## src/rtl/qvr_pkg.sv

```systemverilog
`default_nettype none
// ----------------------------------------------------------------------------
// qvr_pkg
// Shared constants, tables and types of the quaternion vector rotator.
// ----------------------------------------------------------------------------
package qvr_pkg;

    // default width of every input and output component
    localparam int DATA_WIDTH_DEF = 32;

    // unit quaternion format Q2.30
    localparam int UNIT_BITS = 30;
    localparam int UW        = UNIT_BITS + 2;
    localparam logic signed [UW-1:0] UNIT_ONE = UW'(1) << UNIT_BITS;

    // normalizer datapath widths
    localparam int SQ_W       = 2 * UNIT_BITS;
    localparam int SUM_W      = SQ_W + 2;
    localparam int ROOT_STEPS = SUM_W / 2 + 1;
    localparam int ROOT_W     = 64;
    localparam int QUO_W      = UNIT_BITS + 1;
    localparam int DIVR_W     = SUM_W;

    // latencies
    localparam int NORM_LAT = 5 + ROOT_STEPS + 1 + QUO_W + 1;
    localparam int MUL_LAT  = 3;
    localparam int ROT_LAT  = 2 * MUL_LAT + 3;

    // operand selection of the two product layers
    localparam int L1_N = 6;
    localparam int L1_U [L1_N] = '{1, 2, 2, 0, 0, 1};
    localparam int L1_V [L1_N] = '{2, 1, 0, 2, 1, 0};
    localparam int L2_N = 9;
    localparam int L2_U [L2_N] = '{3, 1, 2, 3, 2, 0, 3, 0, 1};
    localparam int L2_T [L2_N] = '{0, 2, 1, 1, 0, 2, 2, 1, 0};

    // control that travels beside the data between pipeline sections
    typedef struct packed {
        logic valid;
        logic ident;
    } qvr_ctrl_t;

endpackage
`default_nettype wire

```

## src/rtl/qvr_out_fifo.sv

```systemverilog
`default_nettype none
// ----------------------------------------------------------------------------
// qvr_out_fifo
// Two-entry result buffer that parts the pipeline from the output handshake.
// ----------------------------------------------------------------------------
module qvr_out_fifo #(
    parameter int W = 3 * qvr_pkg::DATA_WIDTH_DEF + 2
) (
    input  logic         clk,
    input  logic         rst_n,
    input  logic         push,
    input  logic [W-1:0] push_data,
    input  logic         pop,
    output logic         full,
    output logic         out_valid,
    output logic [W-1:0] out_data
);
    logic [W-1:0] mem_reg [2];
    logic         wr_ptr_reg;
    logic         rd_ptr_reg;
    logic [1:0]   count_reg;
    logic [1:0]   count_next;

    // track fill level
    always_comb
    begin
        count_next = count_reg;
        case ({push, pop})
            2'b10:   count_next = count_reg + 2'd1;
            2'b01:   count_next = count_reg - 2'd1;
            default: count_next = count_reg;
        endcase
    end

    always_ff @(posedge clk or negedge rst_n)
    begin
        if (!rst_n)
        begin
            wr_ptr_reg <= 1'b0;
            rd_ptr_reg <= 1'b0;
            count_reg  <= 2'd0;
        end
        else
        begin
            if (push)
            begin
                wr_ptr_reg <= ~wr_ptr_reg;
            end
            if (pop)
            begin
                rd_ptr_reg <= ~rd_ptr_reg;
            end
            count_reg <= count_next;
        end
    end

    // store item
    always_ff @(posedge clk)
    begin
        if (push)
        begin
            mem_reg[wr_ptr_reg] <= push_data;
        end
    end

    assign full      = (count_reg == 2'd2);
    assign out_valid = (count_reg != 2'd0);
    assign out_data  = mem_reg[rd_ptr_reg];

endmodule
`default_nettype wire

```

## config.mk

```make
export PLATFORM = sky130hd
export DESIGN_NAME = qvr_out_fifo
export DESIGN_NICKNAME = d
export VERILOG_FILES = /design/src/rtl/qvr_pkg.sv /design/src/rtl/qvr_out_fifo.sv
export SDC_FILE = /design/constraint.sdc
export NUM_CORES = 1
export LEC_CHECK = 0
export ABC_AREA = 0
export BUFFER_PORTS_ARGS = -buffer_cell sky130_fd_sc_hd__clkbuf_2
export CORE_MARGIN = 3
export CORE_UTILIZATION = 56
export CTS_CLUSTER_SIZE = 14
export DETAILED_ROUTE_END_ITERATION = 8
export PLACE_DENSITY = 0.91
export SLEW_MARGIN = 20
export SYNTH_ARGS = -nofsm -noshare
export SYNTH_HDL_FRONTEND = slang
export SYNTH_SLANG_ARGS = --single-unit
```

## constraint.sdc

```tcl
create_clock -name clk -period 14.7 [get_ports clk]
set_clock_uncertainty 0.15 [all_clocks]
set_input_delay 2.94 -clock clk [delete_from_list [all_inputs] [get_ports clk]]
set_output_delay 2.94 -clock clk [all_outputs]
set_load 0.05 [all_outputs]
```

==> impl_metrics.py, run 1 <==
metrics = {
    "global_route": {
        "grt_use_total_pct": 18.4,
        "grt_start_max_net_pins": 65,
        "grt_pass1_vias": 3951,
        "gr-total-overflow": 0,
        "antenna_found_initial": 0,
        "grt_pass1_wl_mm": 19.9,
    },
    "route": {
        "post_drt_wl_per_cell_microns": 17.8,
        "via_per_inst": 5.13,
        "drc": 0,
        "wl_mm": 12.8,
        "ant_nets": 0,
        "vias": 3681,
        "dr.pass1.iters": 5,
        "drtIter0Drc": 236,
    },
    "pwr": {
        "p_leak_nw": 3.48,
        "ir_worst_vdd_mv": 0.142,
        "p_per_area_nw_per_um2": 229,
        "power_w": 0.00207,
    },
    "synthesis": {
        "netlist_area_sq_um": 7290,
        "ys_ff_latch": 200,
        "synth_adder_area_share_pct": 0.172,
        "ys_types": 14,
        "yosysWarnings": 0,
        "synth_area_leaders": "edfxtp_1, mux2_2, mux2_4, dfrtp_1, buf_2",
        "syn-instance-count": 321,
        "synth_top_family_by_area": "multiplexers",
        "synth_top_area_share_pct": 80.8,
        "ys_seq_area_share_pct": 82.1,
        "synth_compound_area_share_pct": 0,
        "synthXorXnorAreaFrac_pct": 0.601,
        "synthSimpleGateAreaFrac_pct": 0.361,
        "syn_area_per_cell_sq_um": 22.7,
        "synth_nets": 424,
        "synth_top_area_cell": "edfxtp_1",
        "muxShareOfSynthArea_pct": 15.7,
    },
    "critical_path": {
        "r2r_slack_ns": 12.09,
        "timing.rr.end": "mem_reg[0][87]",
        "cp-start-kind": "register",
        "critPathArrivalTime_ns": 2.66,
        "crit_type": "reg -> out",
        "worstPathMaxFanout": 64,
        "crit_required_ns": 11.61,
        "endpoint_kind": "output pin",
        "r2r-start": "wr_ptr_reg",
        "r2r_cells": 2,
    },
    "finish": {
        "final_layout_size_suffix_gt1_share_pct": 61.5,
        "syn_to_final_growth_pct": 23.9,
        "largest_reg_flops": 196,
        "final_cell_mix": "clkbuf_2, edfxtp_1, mux2_2",
        "final_common_cell": "clkbuf_2",
        "finalNetCount": 636,
        "fillers": 776,
        "fin_util_pct": 71.3,
        "antenna-diode-count": 0,
    },
    "placed_design": {
        "place.gp.congestion": 0.741,
        "io_buffers": 201,
        "dp_hpwl_mm": 8.61,
    },
    "clock_network": {
        "insertion_delay_ns": 0.41,
        "cts_resized": 0,
        "ctsRootBufferMaster": "clkbuf_16",
        "cts.sinks": 200,
        "post_cts_buffers": 0,
        "clockBufferDepth": 2,
        "cts_buffers": 17,
        "cts.clk_slew.worst_paths_ns": 0.07,
        "cts-hold-fix-buffers": 0,
        "htreeDepth": 4,
        "cts_tree": "yes",
    },
    "die": {
        "rows": 41,
        "pin_count": 202,
        "core_area_sq_um": 12700,
        "die_w_microns": 120,
        "fp.dieArea_sq_um": 14400,
        "initial_utilization_pct": 57.5,
        "fp.dieH_microns": 120,
    },
    "min_path": {
        "hold_class": "reg -> reg",
        "hold_path_end": "count_reg[1]",
        "hold_start": "count_reg[1]",
        "whs_path_depth": 1,
    },
    "sta": {
        "hold_slack_ns": 0.336,
        "finalCritPeriodShare_pct": 39.1,
        "fin_tns_setup_ns": 0,
        "finalHoldViolCount": 0,
        "rsz0062_at_grt": "false",
        "fmax_mhz": 174,
        "tightest_slew_ns": 0.974,
        "setup_viol": 0,
        "final-max-slew-violation-count": 0,
        "min_period_ns": 5.75,
        "relSlewSlack_pct": 34.9,
    },
    "outcome": {
        "outcome": "complete, no violations",
    },
    "run": {
        "max-cap-violations": 0,
    },
}
worst max-delay path, cell delays in order (launching register included):
cell and delay (ns):
dfrtp_4 0.73, buf_4 0.72, mux2_2 0.42, clkbuf_2 0.25
worst max-delay path by stage:
stage / cells past startpoint / end / slack, ns / startpoint
2_1_floorplan: 2 / mem_reg[0][0] / 6.89 / push
3_3_place_gp: 3 / out_data[75] / 9.43 / rd_ptr_reg
3_5_place_dp: 4 / mem_reg[0][67] / 9.37 / push
4_1_cts: 3 / out_data[54] / 8.93 / rd_ptr_reg
5_1_grt: 3 / out_data[42] / 8.82 / rd_ptr_reg
6_report: 3 / out_data[42] / 8.95 / rd_ptr_reg
kinds of logic (layout without fill, tap and decap cells):
kind of cell / count (synthesis) / count (layout)
multiplexers: 98 / 98
AND/OR/NAND/NOR: 5 / 5
buffers and inverters: 12 / 236
adder cells (fa/ha/maj): 1 / 1
flip-flops: 200 / 200
XOR/XNOR: 5 / 5
per-layer routing:
metal	routed length [microns]	GRT usage, %
met1	5020	21.7
met2	6710	31.7
met3	862	5.51
met4	189	7.59
met5	0	0
Yosys cell counts:
| cell type | count |
|---|---|
| xnor2_1 | 2 |
| buf_2 | 8 |
| nor2b_1 | 1 |
| mux2_4 | 10 |
| xor2_1 | 3 |
| dfrtp_1 | 4 |
| nor2_1 | 2 |
| ha_1 | 1 |
| edfxtp_1 | 196 |
| inv_1 | 1 |
| or2_2 | 1 |
| mux2_2 | 88 |
| and2_1 | 1 |
| buf_6 | 3 |
per-stage QoR:
| stage | setup slack, ns | instances | cell area, sq um |
|---|---|---|---|
| 4_1_cts | 8.93 | 717 | 9030 |
| 3_5_place_dp | 9.37 | 686 | 8470 |
| 2_1_floorplan | 6.89 | 321 | 7290 |
| 6_report | 8.95 | 717 | 9030 |
| 3_3_place_gp | 9.43 | 686 | 8470 |
| 5_1_grt | 8.82 | 717 | 9030 |
power by group:
group	switching, W	internal, W	total, W
registers	0.0000455	0.000759	0.000804
clock network	0.000190	0.000248	0.000438
logic	0.000601	0.000223	0.000823
total	0.000836	0.00123	0.00207
layout make-up:
type                            count  area (sq um)  share of cell area, %
Multi-Input combinational cell    109          1230                   13.7
Timing Repair Buffer              204          1030                   11.4
Inverter                            1          3.75                 0.0416
Clock inverter                     14           134                   1.48
Sequential cell                   200          5990                   66.3
Clock buffer                       17           425                   4.71
Tap cell                          172           215                   2.38
No activity file was read; power rests on OpenSTA's default activity.
==> run 2: changes to the inputs <==
CORE_UTILIZATION = 47   (was 56)
PLACE_DENSITY = 0.82   (was 0.91)
clock period = 4.79 ns   (was 14.7 ns; I/O delays follow)
==> run 2 against run 1 <==
Hold slack worse by 0.15 ns. Global-route usage down 3.3 points. Via count down 0.62%. Core utilization down 10 points. Register-to-register slack worse by 9.3 ns. Sequential share of layout area down 0.26 points. Die area up 18%. Combinational power rose to 3.0 times the previous value. Count of clock-buffer cells in the layout unchanged. Critical path depth unchanged. Clock power rose to 3.1 times the previous value. Critical path type unchanged. Highest routed layer unchanged.
==> impl_metrics.py, run 2 (synthesis results as in run 1) <==
metrics = {
    "die": {
        "fp.dieH_microns": 131,
        "pin_count": 202,
        "core_area_sq_um": 14900,
        "initial_utilization_pct": 49.0,
        "rows": 44,
        "die_w_microns": 131,
        "fp.dieArea_sq_um": 17000,
    },
    "route": {
        "vias": 3658,
        "post_drt_wl_per_cell_microns": 17.4,
        "drc": 0,
        "wl_mm": 12.8,
        "drtIter0Drc": 199,
        "via_per_inst": 5.00,
        "ant_nets": 0,
        "dr.pass1.iters": 4,
    },
    "outcome": {
        "outcome": "complete, no violations",
    },
    "critical_path": {
        "cpMaxStageDelayCell": "dfrtp_4",
        "crit_required_ns": 3.68,
        "cpPeakStageDelay_ns": 0.95,
        "critPathArrivalTime_ns": 2.43,
        "endpoint_kind": "output pin",
        "cp_top_family": "flip-flops",
        "path_cells": "buf_4 > mux2_2 > clkbuf_2",
        "cp-start-kind": "register",
        "worstPathMaxFanout": 59,
        "crit_type": "reg -> out",
        "crit_buf_inv": 2,
    },
    "pwr": {
        "p_leak_nw": 3.50,
        "p_per_area_nw_per_um2": 699,
        "ir_worst_vdd_mv": 0.519,
    },
    "finish": {
        "largest_reg_flops": 196,
        "finalNetCount": 639,
        "final_cell_mix": "clkbuf_2, edfxtp_1, mux2_2",
        "final_common_cell": "clkbuf_2",
        "syn_to_final_growth_pct": 24.4,
        "final_layout_size_suffix_gt1_share_pct": 61.7,
        "antenna-diode-count": 0,
    },
    "placed_design": {
        "dp_hpwl_mm": 8.84,
        "io_buffers": 201,
        "place.gp.congestion": 0.729,
    },
    "sta": {
        "setup_viol": 0,
        "final-max-slew-violation-count": 0,
        "relSlewSlack_pct": 43.9,
        "rsz0062_at_grt": "false",
        "finalCritPeriodShare_pct": 73.9,
        "fmax_mhz": 282,
        "finalHoldViolCount": 0,
        "hold_slack_ns": 0.187,
        "min_period_ns": 3.54,
        "tightest_slew_ns": 0.842,
        "fin_tns_setup_ns": 0,
    },
    "min_path": {
        "hold_class": "in -> async",
    },
    "clock_network": {
        "cts.clk_slew.worst_paths_ns": 0.07,
        "clockBufferDepth": 2,
        "post_cts_buffers": 0,
        "cts_tree": "yes",
        "cts_resized": 0,
        "cts-hold-fix-buffers": 0,
        "insertion_delay_ns": 0.41,
        "cts_buffers": 17,
        "ctsRootBufferMaster": "clkbuf_16",
        "cts.sinks": 200,
        "htreeDepth": 4,
    },
    "global_route": {
        "grt_use_total_pct": 15.1,
        "grt_pass1_wl_mm": 19.3,
        "met2_usage_pct": 26.5,
        "met1_usage_pct": 17.1,
        "antenna_found_initial": 0,
        "busiest_layer": "met2",
        "grt_start_max_net_pins": 64,
        "use_met3_pct": 5.16,
        "grt_pass1_vias": 3981,
        "gr-total-overflow": 0,
    },
    "run": {
        "max-cap-violations": 0,
    },
}
## run 2: cell count changes in the layout (fill, tap and decap cells not counted)
cell,previous run,this run
clkinv_2,5,6
clkinvlp_4,2,1
clkinv_4,2,1
buf_4,3,6
inv_6,1,2
## run 2: metrics by stage
stage                     instances  power [W]  worst slack (ns)  instance area, sq um  utilization (%)
after floorplan                 321    0.00455             0.667                  7290                -
after global placement          701    0.00503              1.65                  8510             57.2
after detailed placement        701    0.00508              1.61                  8510             57.2
after CTS                       732    0.00641              1.15                  9060             61.0
after global routing            732    0.00661              1.07                  9060             61.0
final                           732    0.00634              1.25                  9060             61.0
## run 2: layer usage
| layer | share of wire [%] | vias up | routed length [microns] |
|---|---|---|---|
| met5 | 0 | - | 0 |
| met4 | 1.8 | 0 | 229 |
| met3 | 7.3 | 17 | 929 |
| met2 | 52 | 132 | 6630 |
| met1 | 39 | 1807 | 4970 |
| li1 | - | 1702 | - |
## run 2: cell type report
| class | count | area, sq um |
|---|---|---|
| clock buffers | 17 | 425 |
| clock inverters | 14 | 131 |
| multi-input cells | 109 | 1230 |
| well taps | 184 | 230 |
| flip-flops and latches | 200 | 5990 |
| repair buffers | 207 | 1050 |
| fillers | 1102 | 5800 |
| inverters | 1 | 3.75 |
## run 2: power breakdown
part / leakage, nW / internal, W / switching [W]
combinational: 1.34 / 0.000694 / 0.00180
clock: 0.278 / 0.000760 / 0.000578
sequential: 1.89 / 0.00232 / 0.000179
## run 2: path summary, 6_finish.rpt
check | slack, ns | from | depth (start not counted) | end
setup / recovery | 1.25 | rd_ptr_reg | 3 | out_data[2]
min in group clk | 0.37 | count_reg[1] | 1 | count_reg[1]
max in group asynchronous | 4.16 | rst_n | 1 | rd_ptr_reg
hold reg to reg | 0.37 | count_reg[1] | 1 | count_reg[1]
setup reg to reg | 2.78 | wr_ptr_reg | 2 | mem_reg[1][12]
hold / removal | 0.19 | rst_n | 1 | count_reg[1]
